### config.mk
export PLATFORM = sky130hd
export DESIGN_NAME = srt_mac
export DESIGN_NICKNAME = d
export VERILOG_FILES = /design/src/sv/srt_pkg.sv /design/src/sv/srt_mac.sv
export SDC_FILE = /design/constraint.sdc
export NUM_CORES = 1
export LEC_CHECK = 0
export BUFFER_PORTS_ARGS = -buffer_cell sky130_fd_sc_hd__buf_2
export CORE_ASPECT_RATIO = 0.9
export CORE_UTILIZATION = 33
export CTS_BUF_LIST = sky130_fd_sc_hd__clkbuf_4
export CTS_CLUSTER_DIAMETER = 30
export DETAILED_ROUTE_END_ITERATION = 16
export GPL_TIMING_DRIVEN = 0
export PLACE_DENSITY = 0.62
export SYNTH_ARGS = -nofsm -noshare
export SYNTH_HDL_FRONTEND = slang
export SYNTH_SLANG_ARGS = --single-unit
### constraint.sdc
create_clock -name clk -period 19.5 [get_ports clk]
set_input_delay 1.95 -clock clk [delete_from_list [all_inputs] [get_ports clk]]
set_output_delay 1.95 -clock clk [all_outputs]
set_load 0.005 [all_outputs]
### src/sv/srt_pkg.sv
// ============================================================================
// srt_pkg: shared types and constants for the shadow ray triangle test
// Widths, register codes, micro-operation codes and the micro-program table.
// ============================================================================
`default_nettype none

package srt_pkg;

    localparam int COORD_WIDTH_DEF = 32;
    localparam int BIAS_W          = 13;
    localparam int EPS_W           = 49;
    localparam int LIMIT_W         = 32;
    localparam int FRAC_BITS       = 16;

    localparam logic [BIAS_W-1:0] BIAS_RESET = 13'd66;
    localparam logic [EPS_W-1:0]  EPS_RESET  = 49'd281474977;

    localparam logic REG_SHADOW_BIAS = 1'b0;
    localparam logic REG_DET_EPSILON = 1'b1;

    // Micro-program indexes that the sequencer branches on.
    localparam logic [4:0] OP_LAST_DOT = 5'd23;
    localparam logic [4:0] OP_BIAS     = 5'd24;
    localparam logic [4:0] OP_LIM      = 5'd25;

    typedef enum logic [3:0] {
        M_D0, M_D1, M_D2,
        M_E1_0, M_E1_1, M_E1_2,
        M_E2_0, M_E2_1, M_E2_2,
        M_TV0, M_TV1, M_TV2,
        M_BIAS, M_LIM
    } msel_t;

    typedef enum logic [3:0] {
        B_E1_0, B_E1_1, B_E1_2,
        B_E2_0, B_E2_1, B_E2_2,
        B_P0, B_P1, B_P2,
        B_Q0, B_Q1, B_Q2,
        B_DET
    } bsel_t;

    typedef enum logic [3:0] {
        D_NONE,
        D_P0, D_P1, D_P2,
        D_Q0, D_Q1, D_Q2,
        D_DET, D_UN, D_VN, D_TN
    } dest_t;

    typedef struct packed {
        msel_t msel;
        bsel_t bsel;
        logic  sub;
        logic  first;
        dest_t dest;
    } uop_t;

    typedef struct packed {
        logic start;
        logic clr;
        logic sub;
    } mac_ctrl_t;

    function automatic uop_t uop_at(input logic [4:0] idx);
        uop_t u;
        u = '{M_D0, B_E1_0, 1'b0, 1'b1, D_NONE};
        unique case (idx)
            5'd0:  u = '{M_D1,   B_E2_2, 1'b0, 1'b1, D_NONE};
            5'd1:  u = '{M_D2,   B_E2_1, 1'b1, 1'b0, D_P0};
            5'd2:  u = '{M_D2,   B_E2_0, 1'b0, 1'b1, D_NONE};
            5'd3:  u = '{M_D0,   B_E2_2, 1'b1, 1'b0, D_P1};
            5'd4:  u = '{M_D0,   B_E2_1, 1'b0, 1'b1, D_NONE};
            5'd5:  u = '{M_D1,   B_E2_0, 1'b1, 1'b0, D_P2};
            5'd6:  u = '{M_TV1,  B_E1_2, 1'b0, 1'b1, D_NONE};
            5'd7:  u = '{M_TV2,  B_E1_1, 1'b1, 1'b0, D_Q0};
            5'd8:  u = '{M_TV2,  B_E1_0, 1'b0, 1'b1, D_NONE};
            5'd9:  u = '{M_TV0,  B_E1_2, 1'b1, 1'b0, D_Q1};
            5'd10: u = '{M_TV0,  B_E1_1, 1'b0, 1'b1, D_NONE};
            5'd11: u = '{M_TV1,  B_E1_0, 1'b1, 1'b0, D_Q2};
            5'd12: u = '{M_E1_0, B_P0,   1'b0, 1'b1, D_NONE};
            5'd13: u = '{M_E1_1, B_P1,   1'b0, 1'b0, D_NONE};
            5'd14: u = '{M_E1_2, B_P2,   1'b0, 1'b0, D_DET};
            5'd15: u = '{M_TV0,  B_P0,   1'b0, 1'b1, D_NONE};
            5'd16: u = '{M_TV1,  B_P1,   1'b0, 1'b0, D_NONE};
            5'd17: u = '{M_TV2,  B_P2,   1'b0, 1'b0, D_UN};
            5'd18: u = '{M_D0,   B_Q0,   1'b0, 1'b1, D_NONE};
            5'd19: u = '{M_D1,   B_Q1,   1'b0, 1'b0, D_NONE};
            5'd20: u = '{M_D2,   B_Q2,   1'b0, 1'b0, D_VN};
            5'd21: u = '{M_E2_0, B_Q0,   1'b0, 1'b1, D_NONE};
            5'd22: u = '{M_E2_1, B_Q1,   1'b0, 1'b0, D_NONE};
            5'd23: u = '{M_E2_2, B_Q2,   1'b0, 1'b0, D_TN};
            5'd24: u = '{M_BIAS, B_DET,  1'b0, 1'b1, D_NONE};
            5'd25: u = '{M_LIM,  B_DET,  1'b0, 1'b1, D_NONE};
            default: u = '{M_D0, B_E1_0, 1'b0, 1'b1, D_NONE};
        endcase
        return u;
    endfunction

endpackage

`default_nettype wire

### src/sv/srt_mac.sv
// ============================================================================
// srt_mac: bit-serial signed multiply-accumulate unit
// Adds or subtracts m*b into a wide accumulator, one multiplier bit a cycle.
// ============================================================================
`default_nettype none

module srt_mac
    import srt_pkg::*;
#(
    parameter int MW = 33,
    parameter int AW = 136
)
(
    input  wire                  clk,
    input  wire                  rst_n,
    input  mac_ctrl_t            ctrl,
    input  wire signed [MW-1:0]  m,
    input  wire signed [AW-1:0]  b,
    output logic signed [AW-1:0] acc,
    output logic                 done
);

    localparam int CW = $clog2(MW);

    logic signed [AW-1:0] acc_reg;
    logic signed [AW-1:0] sh_reg;
    logic [MW-1:0]        mul_reg;
    logic [CW-1:0]        cnt_reg;
    logic                 busy_reg;
    logic                 sub_reg;

    logic                 last_bit;
    logic                 eff_sub;
    logic signed [AW-1:0] addend;

    // The top multiplier bit carries negative weight, so it flips add and subtract.
    assign last_bit = (cnt_reg == CW'(MW - 1));
    assign eff_sub  = sub_reg ^ last_bit;
    assign addend   = mul_reg[0] ? sh_reg : '0;
    assign done     = busy_reg && last_bit;
    assign acc      = acc_reg;

    always_ff @(posedge clk or negedge rst_n)
    begin
        if (!rst_n)
        begin
            busy_reg <= 1'b0;
            cnt_reg  <= '0;
            acc_reg  <= '0;
            sh_reg   <= '0;
            mul_reg  <= '0;
            sub_reg  <= 1'b0;
        end
        else if (ctrl.start)
        begin
            busy_reg <= 1'b1;
            cnt_reg  <= '0;
            sh_reg   <= b;
            mul_reg  <= m;
            sub_reg  <= ctrl.sub;
            if (ctrl.clr)
            begin
                acc_reg <= '0;
            end
        end
        else if (busy_reg)
        begin
            acc_reg <= eff_sub ? (acc_reg - addend) : (acc_reg + addend);
            sh_reg  <= sh_reg <<< 1;
            mul_reg <= mul_reg >> 1;
            cnt_reg <= cnt_reg + 1'b1;
            if (last_bit)
            begin
                busy_reg <= 1'b0;
            end
        end
    end

endmodule

`default_nettype wire

==> impl_metrics.env <==
export IMPL_status="completed"
export IMPL_start_util_pct=33.51
export IMPL_clk_pin_slew_worst_paths_ns=0.07
export IMPL_final_setup_viol_count=0
export IMPL_tritoncts="yes"
export IMPL_grt_pass1_vias=26382
export IMPL_dieArea_um2=80610
export IMPL_die_y_um=269.5
export IMPL_synthesis_nets=3682
export IMPL_routed_via_density=5.637
export IMPL_gp_congestion=0.9788
export IMPL_totalNegativeSetupSlack_ns=0
export IMPL_yosysTopAreaCell="dfrtp_1"
export IMPL_syn_avg_cell_area_um2=7.785
export IMPL_utilization_pct=38.93
export IMPL_totalPowerFinal_w=0.004485
export IMPL_grt_usage_pct=26.61
export IMPL_mostFrequentLayoutCells="nand2_1 (609), o21ai_0 (435), dfrtp_1 (313)"
export IMPL_grt_pass1_wl_um=164500
export IMPL_cts_setup_buffers=0
export IMPL_wl_per_cell_um=22.34
export IMPL_cts_sinks=313
export IMPL_path_max_fanout=10
export IMPL_drv_slew=0
export IMPL_io_pins=311
export IMPL_slowest_stage="clkbuf_1"
export IMPL_grt_setup_unrepaired="no"
export IMPL_cp_start_kind="register"
export IMPL_dp_cells=4721
export IMPL_crit_arrival_ns=12.76
export IMPL_ys_ff_latch=313
export IMPL_syn_area_um2=26230
export IMPL_instances_no_fill=4909
export IMPL_cts_root_buffer="clkbuf_4"
export IMPL_num_rows=97
export IMPL_fin_crit_ns=11.95
export IMPL_drt_total_wl_um=109700
export IMPL_r2r_slack_ns=7.55
export IMPL_cts_htree_levels=3
export IMPL_hp_start="acc[0]"
export IMPL_synth_edf_count=0
export IMPL_yosys_area_top_type_share_pct=29.86
export IMPL_dpl_hpwl_um=87000
export IMPL_hold_depth=2
export IMPL_min_to="acc[0]"
export IMPL_hold_path_class="reg2reg"
export IMPL_netlist_instances=3369
export IMPL_antenna_found_initial=12
export IMPL_core_area_um2=78280
export IMPL_hold_violations=0
export IMPL_drive_gt1_share_pct=14.09
export IMPL_fmax_ghz=0.08371
export IMPL_port_buffers=309
export IMPL_r2r_end="acc[134]"
export IMPL_worstSetupEndpointType="register"
export IMPL_worstReg2RegStart="mul_reg[0]"
export IMPL_path_depth=37
export IMPL_synth_warnings=0
export IMPL_fin_nets=4097
export IMPL_cp_num_buf_inv=11
export IMPL_max_cap_viol_count=0
export IMPL_drc=0
export IMPL_numCtsBuffers=100
export IMPL_cts_resized=0
export IMPL_cts_path_max_buffers=3
export IMPL_dr_pass1_iters=5
export IMPL_slew_headroom_pct=8.314
export IMPL_grt_remaining_overflow=0
export IMPL_r2r_cells=37
export IMPL_cpPeakStageDelay_ns=0.70
export IMPL_criticalPathCategory="reg2reg"
export IMPL_period_share_pct=61.26
export IMPL_areaGrowthSynthToFinish_pct=16.20
export IMPL_num_vias=27674
export IMPL_ir_drop_mv=0.04883
export IMPL_ant_nets=0
export IMPL_hold_slack_ns=0.5104
export IMPL_grt_max_degree=112
export IMPL_synthArstFlopShare_pct=100.0
export IMPL_power_leakage_nw=14.34
export IMPL_ctsHoldBuffers=0
export IMPL_die_w_um=299.2
export IMPL_ys_flop_type="dfrtp_1"
export IMPL_crit_family="compound AO/OA/AOI/OAI gates"
export IMPL_synth_distinct_cells=101
export IMPL_synthTopCellsByArea="dfrtp_1 (30%), nand2_1 (8.7%), o21ai_0 (8.3%), ha_1 (6.6%), mux2i_1 (6.5%)"
export IMPL_drtIter0Drc=2654
export IMPL_clock_skew_ns=0.1116
export IMPL_power_density_nw_per_um2=147.1
export IMPL_cp_common_cell="clkbuf_8"
export IMPL_cp_required_ns=20.31
export IMPL_ys_seq_area_share_pct=29.86
export IMPL_clkLatencyLatePin_ns=0.97
export IMPL_layout_cells_most_common="nand2_1"
export IMPL_worst_pin_slew_ns=1.361
export IMPL_startpoint="mul_reg[0]"
==> tightest hold or removal path, cell delays in order (launching register included) <==
cell and delay (ns):
dfrtp_1 0.37, nand2_1 0.05, o21ai_0 0.06
==> metal layers <==
| metal | part of all wire, % | GRT usage [%] | routed length, µm |
|---|---|---|---|
| met1 | 45 | 37.45 | 49430 |
| met2 | 43 | 39.63 | 47080 |
| met3 | 8.5 | 6.003 | 9311 |
| met4 | 3.4 | 9.372 | 3765 |
| met5 | 0.084 | 0 | 92 |
==> Yosys cell counts, types with 30 or more instances <==
| master | number |
|---|---|
| nand2_1 | 609 |
| o21ai_0 | 435 |
| dfrtp_1 | 313 |
| a21oi_1 | 275 |
| nor2_1 | 186 |
| clkbuf_1 | 175 |
| mux2i_1 | 170 |
| ha_1 | 138 |
| xnor2_1 | 123 |
| xor2_1 | 116 |
| a21o_1 | 88 |
| nand4_1 | 70 |
| o21bai_1 | 58 |
| inv_1 | 56 |
| nor3_1 | 53 |
| nand3_1 | 51 |
| or3_1 | 33 |
| nor4_1 | 32 |
| o211ai_1 | 31 |
| a31oi_1 | 30 |
==> stage by stage <==
stage	worst slack, ns	instance area [µm²]
2_1_floorplan	12.29	26230
3_3_place_gp	7.851	29080
3_5_place_dp	7.941	29200
4_1_cts	7.938	30460
5_1_grt	7.290	30470
6_report	7.555	30480
==> how the worst max path moves through the flow <==
stage / to / slack, ns
CTS: acc[134] / 7.94
detailed placement: acc[134] / 7.94
global route: acc[134] / 7.29
finish: acc[134] / 7.55
global placement: acc[134] / 7.85
floorplan: acc[134] / 12.29
==> final cells by class <==
| cell class | count | area (µm²) |
|---|---|---|
| clock inverters | 42 | 219.0 |
| well taps | 1039 | 1300 |
| plain buffers | 210 | 865.8 |
| flip-flops and latches | 313 | 7833 |
| repair buffers | 313 | 1667 |
| diodes | 8 | 20.02 |
| clock buffers | 138 | 1036 |
| fillers | 8330 | 47800 |
| inverters | 56 | 210.2 |
| multi-input cells | 2790 | 17330 |
==> cells by family (layout without fill, tap and decap cells) <==
logic type               Yosys count  count (layout)  share of synthesized area, %
multiplexers                     171             171                         6.531
adder cells (fa/ha/maj)          139             139                         6.659
buffers and inverters            266             759                         4.098
AND/OR/NAND/NOR                 1151            1151                         19.77
other                              0               8                             0
flip-flops                       313             313                         29.86
AO/OA/AOI/OAI                   1089            1089                         25.04
XOR/XNOR                         240             240                         8.043
==> power by group <==
part	leakage, nW	total [W]	internal, W	switching, W
registers	3.85	0.00103	0.000824	0.000206
clock network	0.771	0.000671	0.000343	0.000328
logic	9.72	0.00278	0.00103	0.00175
Note: power is estimated with default switching activity, not from simulation.
